--- config.mk ---
export PLATFORM = sky130hd
export DESIGN_NAME = pulse_width_register_write_encoder_unit_flat
export DESIGN_NICKNAME = d
export VERILOG_FILES = /design/src/pwrwe_pkg.sv /design/src/pwrwe_req_if.sv /design/src/pwrwe_res_if.sv /design/src/pwrwe_in_reg.sv /design/src/pwrwe_engine.sv /design/src/pwrwe_out_reg.sv /design/src/pulse_width_register_write_encoder_unit.sv /design/src/flat_wrapper.sv
export SDC_FILE = /design/constraint.sdc
export NUM_CORES = 1
export LEC_CHECK = 0
export BUFFER_PORTS_ARGS = -buffer_cell sky130_fd_sc_hd__buf_2
export CAP_MARGIN = 10
export CORE_MARGIN = 4
export CORE_UTILIZATION = 35
export DETAILED_ROUTE_END_ITERATION = 16
export GPL_ROUTABILITY_DRIVEN = 0
export PLACE_DENSITY = 0.59
export SLEW_MARGIN = 20
export SYNTH_ARGS = -nofsm -noshare
export SYNTH_HDL_FRONTEND = slang
export SYNTH_SLANG_ARGS = --single-unit
--- constraint.sdc ---
create_clock -name i_clk -period 5.2 [get_ports i_clk]
set_clock_uncertainty 0.15 [all_clocks]
set_input_delay 0.26 -clock i_clk [delete_from_list [all_inputs] [get_ports i_clk]]
set_output_delay 0.26 -clock i_clk [all_outputs]
set_load 0.02 [all_outputs]
--- src/pwrwe_pkg.sv ---
// Package for the select-line register write encoder.
// Holds payload widths, register defaults, beat structs and shared codes.
// No dependencies.
`default_nettype none

package pwrwe_pkg;

    // Frame and field widths.
    localparam int FRAME_W      = 24;
    localparam int FRAME_BITS_D = 24;
    localparam int DEV_W        = 7;
    localparam int BYTE_W       = 8;
    localparam int COUNT_W      = 12;

    // Configuration port.
    localparam int CFG_IDX_W  = 2;
    localparam int CFG_DATA_W = 8;

    typedef enum logic [CFG_IDX_W-1:0] {
        CFG_DEVICE_ADDRESS = 2'd0,
        CFG_UNIT_CLOCKS    = 2'd1,
        CFG_PRE_CLOCKS     = 2'd2,
        CFG_POST_CLOCKS    = 2'd3
    } t_cfg_idx;

    // Register values after reset.
    localparam logic [DEV_W-1:0]  DEV_ADDR_RST = 7'h53;
    localparam logic [BYTE_W-1:0] UNIT_RST     = 8'd10;
    localparam logic [BYTE_W-1:0] PRE_RST      = 8'd60;
    localparam logic [BYTE_W-1:0] POST_RST     = 8'd60;

    // Request type codes.
    localparam logic REQ_WRITE = 1'b0;
    localparam logic REQ_TICK  = 1'b1;

    // One input beat.
    typedef struct packed {
        logic              req_type;
        logic [BYTE_W-1:0] reg_addr;
        logic [BYTE_W-1:0] reg_value;
    } t_req;

    // One result beat.
    typedef struct packed {
        logic clock_pulse;
        logic select_level;
        logic busy_res;
        logic accepted;
        logic frame_done;
    } t_res;

endpackage

`default_nettype wire

--- src/pwrwe_req_if.sv ---
// Request channel interface: valid/ready handshake with the request fields.
// Depends on pwrwe_pkg for field widths.
`default_nettype none

interface pwrwe_req_if;
    import pwrwe_pkg::*;

    logic              valid;
    logic              ready;
    logic              req_type;
    logic [BYTE_W-1:0] reg_addr;
    logic [BYTE_W-1:0] reg_value;

    modport source (output valid, output req_type, output reg_addr, output reg_value,
                    input ready);
    modport sink   (input valid, input req_type, input reg_addr, input reg_value,
                    output ready);
endinterface

`default_nettype wire

--- src/pwrwe_res_if.sv ---
// Result channel interface: valid/ready handshake with the result fields.
// No package dependency; all fields are single bits.
`default_nettype none

interface pwrwe_res_if;
    logic valid;
    logic ready;
    logic clock_pulse;
    logic select_level;
    logic busy_res;
    logic accepted;
    logic frame_done;

    modport source (output valid, output clock_pulse, output select_level,
                    output busy_res, output accepted, output frame_done, input ready);
    modport sink   (input valid, input clock_pulse, input select_level,
                    input busy_res, input accepted, input frame_done, output ready);
endinterface

`default_nettype wire

--- src/pwrwe_in_reg.sv ---
// Input register stage: captures one request beat and holds it until the
// engine consumes it. Depends on pwrwe_pkg.
`default_nettype none

module pwrwe_in_reg (
    input  wire logic          i_clk,
    input  wire logic          i_rst_n,
    input  wire logic          i_valid,
    output logic               o_ready,
    input  wire pwrwe_pkg::t_req i_data,
    input  wire logic          i_take,
    output logic               o_valid,
    output pwrwe_pkg::t_req    o_data
);
    import pwrwe_pkg::*;

    logic r_valid;
    t_req r_data;

    // Accept a new beat whenever the stage is empty or being drained.
    assign o_ready = !r_valid || i_take;
    assign o_valid = r_valid;
    assign o_data  = r_data;

    // Occupancy flag.
    always_ff @(posedge i_clk) begin
        if (!i_rst_n) begin
            r_valid <= 1'b0;
        end else if (o_ready) begin
            r_valid <= i_valid;
        end
    end

    // Payload capture.
    always_ff @(posedge i_clk) begin
        if (o_ready && i_valid) begin
            r_data <= i_data;
        end
    end
endmodule

`default_nettype wire

--- src/pwrwe_engine.sv ---
// Frame engine: configuration registers, frame state and the per-beat step.
// Depends on pwrwe_pkg.
`default_nettype none

module pwrwe_engine #(
    parameter int FRAME_BITS = pwrwe_pkg::FRAME_BITS_D
) (
    input  wire logic                           i_clk,
    input  wire logic                           i_rst_n,
    input  wire logic                           i_cfg_we,
    input  wire logic [pwrwe_pkg::CFG_IDX_W-1:0]  i_cfg_idx,
    input  wire logic [pwrwe_pkg::CFG_DATA_W-1:0] i_cfg_data,
    input  wire logic                           i_fire,
    input  wire pwrwe_pkg::t_req                i_req,
    output pwrwe_pkg::t_res                     o_res
);
    import pwrwe_pkg::*;

    localparam int BIT_W = $clog2(FRAME_BITS);

    typedef enum logic [7:0] {
        PH_IDLE  = 8'b0000_0001,
        PH_PRE   = 8'b0000_0010,
        PH_START = 8'b0000_0100,
        PH_LEAD  = 8'b0000_1000,
        PH_MARK  = 8'b0001_0000,
        PH_GAP   = 8'b0010_0000,
        PH_STOP  = 8'b0100_0000,
        PH_POST  = 8'b1000_0000
    } t_phase;

    logic [DEV_W-1:0]   r_dev_addr;
    logic [BYTE_W-1:0]  r_unit;
    logic [BYTE_W-1:0]  r_pre;
    logic [BYTE_W-1:0]  r_post;

    t_phase             r_phase, n_phase;
    logic [COUNT_W-1:0] r_count, n_count;
    logic [BIT_W-1:0]   r_bit_idx, n_bit_idx;
    logic [FRAME_W-1:0] r_frame, n_frame;
    logic               r_level, n_level;

    logic [BYTE_W-1:0]  w_unit;
    logic [5:0]         w_pos;
    logic               w_cur_bit;
    logic [COUNT_W-1:0] w_len;
    logic [COUNT_W-1:0] w_count_inc;
    logic [BIT_W:0]     w_bit_next;
    logic               w_phase_level;

    // A unit value of zero is treated as a value of one.
    assign w_unit = (r_unit == '0) ? BYTE_W'(1) : r_unit;

    // Bit being sent, MSB first; positions above the frame word send zero.
    assign w_pos     = 6'(FRAME_BITS - 1) - 6'(r_bit_idx);
    assign w_cur_bit = (w_pos < 6'(FRAME_W)) ? r_frame[w_pos[4:0]] : 1'b0;

    assign w_count_inc = r_count + COUNT_W'(1);
    assign w_bit_next  = (BIT_W+1)'(r_bit_idx) + (BIT_W+1)'(1);

    // Length of the current phase in clock periods.
    always_comb begin
        case (r_phase)
            PH_PRE:  w_len = COUNT_W'(r_pre);
            PH_MARK: w_len = w_cur_bit ? COUNT_W'(w_unit) * COUNT_W'(3) : COUNT_W'(w_unit);
            PH_STOP: w_len = COUNT_W'(w_unit) * COUNT_W'(13);
            PH_POST: w_len = COUNT_W'(r_post);
            PH_IDLE: w_len = '0;
            default: w_len = COUNT_W'(w_unit);
        endcase
    end

    // Select level driven during each phase.
    always_comb begin
        case (r_phase)
            PH_START, PH_MARK, PH_STOP, PH_POST: w_phase_level = 1'b1;
            default:                             w_phase_level = 1'b0;
        endcase
    end

    // Per-beat step: next state and the result beat.
    always_comb begin
        n_phase   = r_phase;
        n_count   = r_count;
        n_bit_idx = r_bit_idx;
        n_frame   = r_frame;
        n_level   = r_level;
        o_res     = '0;
        if (i_fire) begin
            if (i_req.req_type == REQ_WRITE) begin
                if (r_phase == PH_IDLE) begin
                    n_frame        = {r_dev_addr, 1'b0, i_req.reg_addr, i_req.reg_value};
                    n_bit_idx      = '0;
                    n_count        = '0;
                    n_phase        = (r_pre != '0) ? PH_PRE : PH_START;
                    o_res.accepted = 1'b1;
                end
            end else if (r_phase != PH_IDLE) begin
                o_res.clock_pulse = 1'b1;
                n_level           = w_phase_level;
                n_count           = w_count_inc;
                if (w_count_inc >= w_len) begin
                    n_count = '0;
                    case (r_phase)
                        PH_PRE:   n_phase = PH_START;
                        PH_START: n_phase = PH_LEAD;
                        PH_LEAD:  n_phase = PH_MARK;
                        PH_MARK:  n_phase = PH_GAP;
                        PH_GAP: begin
                            if (w_bit_next < (BIT_W+1)'(FRAME_BITS)) begin
                                n_bit_idx = w_bit_next[BIT_W-1:0];
                                n_phase   = PH_MARK;
                            end else begin
                                n_phase = PH_STOP;
                            end
                        end
                        PH_STOP:  n_phase = (r_post != '0) ? PH_POST : PH_IDLE;
                        default:  n_phase = PH_IDLE;
                    endcase
                    o_res.frame_done = (n_phase == PH_IDLE);
                end
            end
        end
        o_res.select_level = n_level;
        o_res.busy_res     = (n_phase != PH_IDLE);
    end

    // Frame state registers.
    always_ff @(posedge i_clk) begin
        if (!i_rst_n) begin
            r_phase   <= PH_IDLE;
            r_count   <= '0;
            r_bit_idx <= '0;
            r_frame   <= '0;
            r_level   <= 1'b0;
        end else begin
            r_phase   <= n_phase;
            r_count   <= n_count;
            r_bit_idx <= n_bit_idx;
            r_frame   <= n_frame;
            r_level   <= n_level;
        end
    end

    // Configuration register writes.
    always_ff @(posedge i_clk) begin
        if (!i_rst_n) begin
            r_dev_addr <= DEV_ADDR_RST;
            r_unit     <= UNIT_RST;
            r_pre      <= PRE_RST;
            r_post     <= POST_RST;
        end else if (i_cfg_we) begin
            case (t_cfg_idx'(i_cfg_idx))
                CFG_DEVICE_ADDRESS: r_dev_addr <= i_cfg_data[DEV_W-1:0];
                CFG_UNIT_CLOCKS:    r_unit     <= i_cfg_data;
                CFG_PRE_CLOCKS:     r_pre      <= i_cfg_data;
                CFG_POST_CLOCKS:    r_post     <= i_cfg_data;
                default:            r_unit     <= r_unit;
            endcase
        end
    end
endmodule

`default_nettype wire

--- src/pwrwe_out_reg.sv ---
// Result register stage: holds one result beat until the receiver takes it.
// Depends on pwrwe_pkg.
`default_nettype none

module pwrwe_out_reg (
    input  wire logic            i_clk,
    input  wire logic            i_rst_n,
    input  wire logic            i_load,
    input  wire pwrwe_pkg::t_res i_data,
    input  wire logic            i_ready,
    output logic                 o_space,
    output logic                 o_valid,
    output pwrwe_pkg::t_res      o_data
);
    import pwrwe_pkg::*;

    logic r_valid;
    t_res r_data;

    // Room for a new result when empty or when the current one leaves now.
    assign o_space = !r_valid || i_ready;
    assign o_valid = r_valid;
    assign o_data  = r_data;

    // Occupancy flag.
    always_ff @(posedge i_clk) begin
        if (!i_rst_n) begin
            r_valid <= 1'b0;
        end else if (o_space) begin
            r_valid <= i_load;
        end
    end

    // Result payload.
    always_ff @(posedge i_clk) begin
        if (i_load) begin
            r_data <= i_data;
        end
    end
endmodule

`default_nettype wire

--- src/pulse_width_register_write_encoder_unit.sv ---
// Top level of the select-line register write encoder.
// Depends on pwrwe_pkg, pwrwe_req_if, pwrwe_res_if and the pwrwe_* stages.
//
// Usage:
//   i_req carries request beats: req_type 0 starts a register write with
//   reg_addr and reg_value, req_type 1 is a tick that stands for a clock
//   period of the serial line. Every request beat yields exactly one result
//   beat on o_res, in order.
//   The configuration port (i_cfg_we, i_cfg_idx, i_cfg_data) writes device
//   address, unit length, pre and post lengths; write only while idle.
// Path and throughput:
//   A taken request is held in the input register, then the step logic
//   loads its result into the result register, which drives o_res. One
//   beat is taken per cycle while o_res is not held off.
// Reset:
//   Registers return to their defaults, the frame state goes idle and the
//   select level reads low; both stages come up empty.
// Stall:
//   While o_res is held off, the result and input registers fill, then
//   i_req.ready drops; nothing is lost or repeated.
`default_nettype none

module pulse_width_register_write_encoder_unit #(
    parameter int FRAME_BITS = pwrwe_pkg::FRAME_BITS_D
) (
    input  wire logic                             i_clk,
    input  wire logic                             i_rst_n,
    input  wire logic                             i_cfg_we,
    input  wire logic [pwrwe_pkg::CFG_IDX_W-1:0]  i_cfg_idx,
    input  wire logic [pwrwe_pkg::CFG_DATA_W-1:0] i_cfg_data,
    pwrwe_req_if.sink                             i_req,
    pwrwe_res_if.source                           o_res
);
    import pwrwe_pkg::*;

    t_req w_req_in;
    t_req w_req_held;
    t_res w_res_next;
    t_res w_res_out;
    logic w_held_valid;
    logic w_space;
    logic w_fire;

    assign w_req_in = '{req_type:  i_req.req_type,
                        reg_addr:  i_req.reg_addr,
                        reg_value: i_req.reg_value};

    // The engine steps whenever a request is held and the result stage has room.
    assign w_fire = w_held_valid && w_space;

    pwrwe_in_reg u_in_reg (
        .i_clk   (i_clk),
        .i_rst_n (i_rst_n),
        .i_valid (i_req.valid),
        .o_ready (i_req.ready),
        .i_data  (w_req_in),
        .i_take  (w_fire),
        .o_valid (w_held_valid),
        .o_data  (w_req_held)
    );

    pwrwe_engine #(
        .FRAME_BITS (FRAME_BITS)
    ) u_engine (
        .i_clk      (i_clk),
        .i_rst_n    (i_rst_n),
        .i_cfg_we   (i_cfg_we),
        .i_cfg_idx  (i_cfg_idx),
        .i_cfg_data (i_cfg_data),
        .i_fire     (w_fire),
        .i_req      (w_req_held),
        .o_res      (w_res_next)
    );

    pwrwe_out_reg u_out_reg (
        .i_clk   (i_clk),
        .i_rst_n (i_rst_n),
        .i_load  (w_fire),
        .i_data  (w_res_next),
        .i_ready (o_res.ready),
        .o_space (w_space),
        .o_valid (o_res.valid),
        .o_data  (w_res_out)
    );

    // Result fields onto the channel.
    assign o_res.clock_pulse  = w_res_out.clock_pulse;
    assign o_res.select_level = w_res_out.select_level;
    assign o_res.busy_res     = w_res_out.busy_res;
    assign o_res.accepted     = w_res_out.accepted;
    assign o_res.frame_done   = w_res_out.frame_done;

`ifndef SYNTHESIS
    // A finished frame is a clocked period that leaves the engine idle.
    a_done_idle: assert property (@(posedge i_clk) disable iff (!i_rst_n)
        (w_fire && w_res_next.frame_done) |-> (w_res_next.clock_pulse && !w_res_next.busy_res))
        else $error("frame_done without a clock period or with busy still set");

    // An accepted write drives no clock and always leaves a frame in progress.
    a_accept_busy: assert property (@(posedge i_clk) disable iff (!i_rst_n)
        (w_fire && w_res_next.accepted) |-> (!w_res_next.clock_pulse && w_res_next.busy_res))
        else $error("accepted write with a clock period or without busy");

    // A held request that is not consumed stays held for the next cycle.
    a_hold_req: assert property (@(posedge i_clk) disable iff (!i_rst_n)
        (w_held_valid && !w_fire) |=> w_held_valid)
        else $error("held request lost without being consumed");
`endif

endmodule

`default_nettype wire
--- src/flat_wrapper.sv ---
// flat-port wrapper written by rule: the top's interface ports become plain ports
module pulse_width_register_write_encoder_unit_flat import pwrwe_pkg::*;
#(
    parameter int FRAME_BITS = pwrwe_pkg::FRAME_BITS_D
)
  (i_clk, i_rst_n, i_cfg_we, i_cfg_idx, i_cfg_data, i_req_valid, i_req_req_type, i_req_reg_addr, i_req_reg_value, i_req_ready, o_res_valid, o_res_clock_pulse, o_res_select_level, o_res_busy_res, o_res_accepted, o_res_frame_done, o_res_ready);
  pwrwe_req_if i_req_i ();
  pwrwe_res_if o_res_i ();
  input  wire logic i_clk;
  input  wire logic i_rst_n;
  input  wire logic i_cfg_we;
  input  wire logic [pwrwe_pkg::CFG_IDX_W-1:0] i_cfg_idx;
  input  wire logic [pwrwe_pkg::CFG_DATA_W-1:0] i_cfg_data;
  input wire logic [$bits(i_req_i.valid)-1:0] i_req_valid;
  input wire logic [$bits(i_req_i.req_type)-1:0] i_req_req_type;
  input wire logic [$bits(i_req_i.reg_addr)-1:0] i_req_reg_addr;
  input wire logic [$bits(i_req_i.reg_value)-1:0] i_req_reg_value;
  output wire logic [$bits(i_req_i.ready)-1:0] i_req_ready;
  output wire logic [$bits(o_res_i.valid)-1:0] o_res_valid;
  output wire logic [$bits(o_res_i.clock_pulse)-1:0] o_res_clock_pulse;
  output wire logic [$bits(o_res_i.select_level)-1:0] o_res_select_level;
  output wire logic [$bits(o_res_i.busy_res)-1:0] o_res_busy_res;
  output wire logic [$bits(o_res_i.accepted)-1:0] o_res_accepted;
  output wire logic [$bits(o_res_i.frame_done)-1:0] o_res_frame_done;
  input wire logic [$bits(o_res_i.ready)-1:0] o_res_ready;
  assign i_req_i.valid = i_req_valid;
  assign i_req_i.req_type = i_req_req_type;
  assign i_req_i.reg_addr = i_req_reg_addr;
  assign i_req_i.reg_value = i_req_reg_value;
  assign i_req_ready = i_req_i.ready;
  assign o_res_valid = o_res_i.valid;
  assign o_res_clock_pulse = o_res_i.clock_pulse;
  assign o_res_select_level = o_res_i.select_level;
  assign o_res_busy_res = o_res_i.busy_res;
  assign o_res_accepted = o_res_i.accepted;
  assign o_res_frame_done = o_res_i.frame_done;
  assign o_res_i.ready = o_res_ready;
  pulse_width_register_write_encoder_unit #(.FRAME_BITS(FRAME_BITS)) u_core (.i_clk(i_clk), .i_rst_n(i_rst_n), .i_cfg_we(i_cfg_we), .i_cfg_idx(i_cfg_idx), .i_cfg_data(i_cfg_data), .i_req(i_req_i), .o_res(o_res_i));
endmodule
# Word-level counts from Yosys, hierarchy flattened
# Cells that the tools add are included.
[totals]
input_bits = 32
wordCells = 102
reg_bits = 104
out_inout_bits = 7
[op_classes]
n_mul = 2
n_reduce_logical = 20
n_addsub = 3
order_cmp = 4
n_mux = 35
bitwise_logic = 1
eq_ne = 18
[ops]
columns = ["op", "count"]
rows = [
  ["2-to-1 mux 8 bit", 11],
  ["one-hot mux 12 bit (5 select lines)", 1],
  ["2-to-1 mux 12 bit", 4],
  ["one-hot mux 8 bit (6 select lines)", 1],
  ["2-to-1 mux 5 bit", 6],
  ["== test 8 x 1 -> 1 bit, second input constant", 2],
  ["!= test 8 x 1 -> 1 bit, second input constant", 2],
  ["nonzero test 8 bit", 2],
  ["adder 12 x 1 -> 12 bit, second input constant", 1],
  [">= comparator 12 bit", 1],
  ["less-than comparator 6 x 5 -> 1 bit, second input constant", 2],
  ["multiplier 8 x 4 -> 12 bit, second input constant", 1],
  ["multiplier 8 x 2 -> 10 bit, second input constant", 1],
  ["2-to-1 mux 10 bit", 1],
  ["AND reduction 3 bit", 3],
  ["== test 8 x 2 -> 1 bit, second input constant", 1],
  ["== test 8 x 3 -> 1 bit, second input constant", 1],
  ["== test 8 x 4 -> 1 bit, second input constant", 1],
  ["== test 8 x 5 -> 1 bit, second input constant", 1],
  ["== test 8 x 6 -> 1 bit, second input constant", 1],
  ["== test 8 x 7 -> 1 bit, second input constant", 1],
  ["== test 8 bit, second input constant", 1],
  ["logical NOT 8 bit", 1],
  ["2-to-1 mux 1 bit", 8],
  ["other kinds (18)", 28],
]

# Logic depth before layout (Yosys ltp)
[logic_depth]
ltp_word = 16
depth_mapped = 27
ltp_nobuf = 24

# Cells and area by module
# A second synthesis with hierarchy kept.
[hier_totals]
hier_cells = 704
hier_area_um2 = 6211.0
[by_module_without_submodules]
columns = ["mod", "area_each_um2", "instances", "seq_area_each_um2", "cells_per_inst"]
rows = [
  ["pwrwe_engine", 5437.7, 1, 1601.5, 672],
  ["pwrwe_in_reg", 568.0, 1, 530.5, 22],
  ["pwrwe_out_reg", 198.9, 1, 170.2, 9],
  ["pulse_width_register_write_encoder_unit", 6.3, 1, 0.0, 1],
]

# Worst setup path after synthesis
# Ideal clock, no wire load.
[synth_timing]
kind = "register to register"
from = "register u_core.u_engine.r_unit[4]"
to = "register u_core.u_engine.r_bit_idx[2]"
setup_time_ns = 0.070
arrival_time_ns = 5.106
synth_period_minus_slack_ns = 5.326
stages_incl_launch_ff = 26
slack_ns = -0.126
cell_sequence = "dfxtp_1 clkbuf_1 inv_1 ha_1 nand3_1 nor3_1 nor3_1 a21o_1 inv_1 fa_1 inv_1 fa_1 a21o_1 a21oi_1 nor2b_1 o21a_1 o41ai_1 xnor2_1 nand2_1 ha_1 nand2_1 o21ai_0 a21oi_4 or3_4 or3b_1 a21oi_1"
[synth_via]
elab_chain_cells = 8
[synth_rtl]
columns = ["element", "line", "text"]
rows = [
  ["start, declared", "pwrwe_engine.sv:33", "logic [BYTE_W-1:0] r_unit;"],
  ["start signal, assigned", "pwrwe_engine.sv:155", "CFG_UNIT_CLOCKS: r_unit <= i_cfg_data;"],
  ["start signal, assigned", "pwrwe_engine.sv:158", "default: r_unit <= r_unit;"],
  ["logical NOT 8 bit", "pwrwe_engine.sv:52", "assign w_unit = (r_unit == '0) ? BYTE_W'(1) : r_unit;"],
  ["2-to-1 mux 8 bit *", "pwrwe_engine.sv:52", ""],
  ["multiplier 8 x 2 -> 10 bit", "pwrwe_engine.sv:65", "PH_MARK: w_len = w_cur_bit ? COUNT_W'(w_unit) * COUNT_W'(3) : COUNT_W'(w_unit);"],
  ["2-to-1 mux 10 bit", "pwrwe_engine.sv:65", ""],
  ["one-hot mux 12 bit (5 select lines) *", "pwrwe_engine.sv:63", "case (r_phase)"],
  [">= comparator 12 bit *", "pwrwe_engine.sv:102", "if (w_count_inc >= w_len) begin"],
  ["!= test 2 bit (no line) *", "-", ""],
  ["AND reduction 6 bit (no line) *", "-", ""],
  ["end signal, assigned", "pwrwe_engine.sv:139", "r_bit_idx <= n_bit_idx;"],
  ["end, declared", "pwrwe_engine.sv:39", "logic [BIT_W-1:0] r_bit_idx, n_bit_idx;"],
]
# Every way passes the cells marked *; elsewhere a longest branch is shown, timed or not.
# A chain may end at the register's enable or synchronous reset.

# Final worst setup path
# Ends and elaborated chain as after synthesis.

==> flow_metrics.py <==
metrics = {
    "run_status": {
        "status": "complete, no violations",
    },
    "worst_setup_path": {
        "cp-end-kind": "register",
        "crit_chain": "inv_1 -> ha_1 -> nand3_2 -> nor3_2 -> nor3_1 -> a21o_1 -> inv_1 -> fa_1 -> inv_1 -> fa_2 -> a21o_1 -> a21oi_2 -> nor2b_1 -> o21a_1 -> o41ai_1 -> xnor2_1 -> nand2_1 -> ha_1 -> nand2_1 -> o21ai_4 -> a21oi_4 -> or3_4 -> or3b_1 -> a21oi_1",
        "setup.worst_path.start_class": "register",
        "cpMostUsedCell": "inv_1",
        "cp_data_arrival_time_ns": 5.19,
        "max_stage_delay_ns": 0.49,
        "crit_fanout": 5,
        "r2r-start": "u_core.u_engine.r_unit[4]",
        "required_ns": 5.31,
        "critPathLaunch": "u_core.u_engine.r_unit[4]",
        "crit_family": "compound AO/OA/AOI/OAI gates",
        "timing_worst_setup_path_type": "reg2reg",
        "slowest_stage": "fa_1",
        "worst-path-buf-inv": 3,
    },
    "min_path": {
        "min-delay-start": "i_cfg_data[7]",
        "hp-class": "in2reg",
    },
    "floorplan": {
        "fp.coreArea_um2": 16580,
        "rows": 47,
        "die_h_um": 138.2,
        "io_pins": 39,
        "die_area_um2": 19090,
        "fp.dieW_um": 138.2,
        "start_util": 0.3576,
    },
    "placement": {
        "place_hpwl_um": 10920,
        "io_buffer_count": 38,
        "placed_area_um2": 6410,
    },
    "global_route": {
        "grt_pass1_wl_um": 24510,
        "grt_max_degree": 66,
        "met1_usage": 0.2004,
        "overflow": 0,
        "grt_use_met2": 0.2608,
        "antenna_found_initial": 0,
        "busiest_layer": "met2",
        "grt_usage": 0.1538,
        "grt_pass1_vias": 4978,
        "grt_util_met3": 0.02624,
    },
    "synthesis": {
        "synth_top_family_by_area": "simple AND/OR/NAND/NOR gates",
        "yosys.area_share.simple": 0.2089,
        "netlist_area_um2": 5929,
        "synth_cell_types": 72,
        "yosys.area_share.adder": 0.1106,
        "synth-seq-cells": 104,
        "synth_fp_nets": 740,
        "synth_edf_count": 22,
        "postSynthCellCount": 661,
        "ys_warn_count": 0,
        "synth_xor_area_frac": 0.03693,
        "synth_flop_cell": "dfxtp_1",
        "avgSynthCellArea_um2": 8.970,
        "synthMuxAreaShare": 0.06035,
        "synth-compound-area-share": 0.1488,
        "seq_area_frac_synth": 0.3883,
        "synthArstFlopShare": 0,
    },
    "timing": {
        "tightestPinTransition_ns": 0.8789,
        "rsz0062_at_grt": "yes",
        "period_needed_ns": 5.081,
        "hold_slack_ns": 0.02751,
        "setup_tns_ns": 0,
        "drv_slew": 0,
        "hold_viol": 0,
        "fmax_mhz": 196.8,
        "fin_crit_sh": 0.9771,
        "slew_headroom": 0.4124,
        "finalSetupViolations": 0,
    },
    "routing": {
        "routedWlPerCell_um": 15.44,
        "via_count": 4980,
        "drt_iter0_markers": 263,
        "drt_pass1_iterations": 5,
        "vias_per_cell": 5.231,
        "wl_um": 14700,
        "drc": 0,
        "postRouteAntennaNets": 0,
    },
    "power": {
        "p_leak_nw": 2.858,
        "vdd_ir_drop_max_uv": 169.0,
        "cellPowerDensity_nw_per_um2": 256.9,
    },
    "layout": {
        "fin_area_um2": 7030,
        "layout.nets": 806,
        "n_antenna_cell": 0,
        "fillers": 1629,
        "final_cell_mix": "nand2_1 (119), dfxtp_1 (77), a21oi_1 (53), nor2_1 (53), buf_2 (38)",
        "area_growth_syn_to_layout_pct": 18.57,
        "drive_gt1_frac": 0.1790,
        "final_common_cell": "nand2_1",
    },
    "clocking": {
        "clk_latency_ns": 0.36,
        "cts.sinks": 104,
        "clkTransAtPathRegs_ns": 0.08,
        "clock-root-buffer": "clkbuf_16",
        "cts_made_buffers": 9,
        "h-tree-depth": 3,
        "cts_tree": "yes",
        "clockBufferDepth": 2,
    },
    "job": {
        "maxCapViolCount": 0,
    },
}
==> sequential cells by signal, indices dropped and copies added (netlist names) <==
signal                      cells
u_core.u_engine.r_dev_addr      7
u_core.u_engine.r_level         1
u_core.u_out_reg.o_valid        1
u_core.u_engine.r_unit          8
u_core.u_engine.r_phase         8
u_core.u_out_reg.o_data         5
u_core.u_in_reg.o_valid         1
u_core.u_engine.r_count        12
u_core.u_engine.r_pre           8
u_core.u_engine.r_bit_idx       5
u_core.u_engine.r_post          8
u_core.u_in_reg.o_data         17
u_core.u_engine.r_frame        23
==> worst min-delay path, cell delays in order <==
cell	delay, ns
buf_2	0.12
nand2_1	0.05
a21oi_1	0.05
==> routing by layer <==
metal,vias to the layer above,wire (um),part of all wire
li1,2466,-,-
met3,19,599,0.041
met2,100,7322,0.50
met4,0,219,0.015
met5,-,0,0
met1,2395,6558,0.45
==> layout make-up <==
| type | count | area [um^2] | share of cell area |
|---|---|---|---|
| clock buffer | 9 | 225.2 | 0.03203 |
| clock inverter | 7 | 66.31 | 0.009432 |
| inverter | 28 | 106.4 | 0.01513 |
| multi-input combinational | 501 | 3476 | 0.4944 |
| sequential | 104 | 2308 | 0.3283 |
| tap | 220 | 275.3 | 0.03915 |
| timing repair buffer | 83 | 573.1 | 0.08151 |
==> stage by stage <==
step           worst slack (ns)  cells    util  power, mW
2_1_floorplan           0.05564    661       -      1.042
3_3_place_gp            0.06965    913  0.3865      1.109
3_5_place_dp           -0.04958    913  0.3865      1.115
4_1_cts                 0.03710    948  0.4162      1.809
5_1_grt                -0.08614    952  0.4239      1.890
6_report                 0.1188    952  0.4239      1.806
==> where the power goes <==
group          total (mW)  internal (mW)  switching (mW)
sequential          0.870          0.853          0.0176
clock               0.674          0.336           0.338
combinational       0.262          0.114           0.148
==> Yosys cell counts (12+ instances only) <==
cell type / instances / area share
xnor2_1: 12 / 0.018
xor2_1: 13 / 0.019
dfxtp_1: 82 / 0.28
mux2i_1: 20 / 0.034
nand3_1: 25 / 0.021
edfxtp_1: 22 / 0.11
inv_1: 27 / 0.017
o21ai_0: 13 / 0.011
nand2_1: 120 / 0.076
nor2_1: 54 / 0.034
ha_1: 38 / 0.080
a22oi_1: 14 / 0.018
a21oi_1: 55 / 0.046
clkbuf_1: 18 / 0.011
==> worst paths after layout <==
path,to,slack [ns],cells past startpoint
worst min register to register,u_core.u_engine.r_frame[8],0.30,2
worst max register to register,u_core.u_engine.r_bit_idx[2],0.12,24
worst max-delay path,u_core.u_engine.r_bit_idx[2],0.12,24
worst min-delay path,u_core.u_engine.r_post[7],0.03,3
==> cells by family (layout without fill, tap and decap cells) <==
family                     after synthesis  count (layout)
adders and majority gates               47              47
xor gates and xnor gates                25              25
muxes                                   29              29
AOI/OAI and AO/OA                      134             135
buffers and inverters                   57             127
and+or+nand+nor                        265             265
DFF                                    104             104
==> timing repair <==
item | 4_1_cts | 5_1_grt
endpoints found under the hold margin | 18 | 0
endpoints found under the setup margin | 3 | 22
cloned | 0 | 1
gates resized for setup | 4 | 21
setup buffers | 1 | 3
pin swaps | 2 | 11
hold buffers | 18 | 0
(Power assumes the default switching activity.)
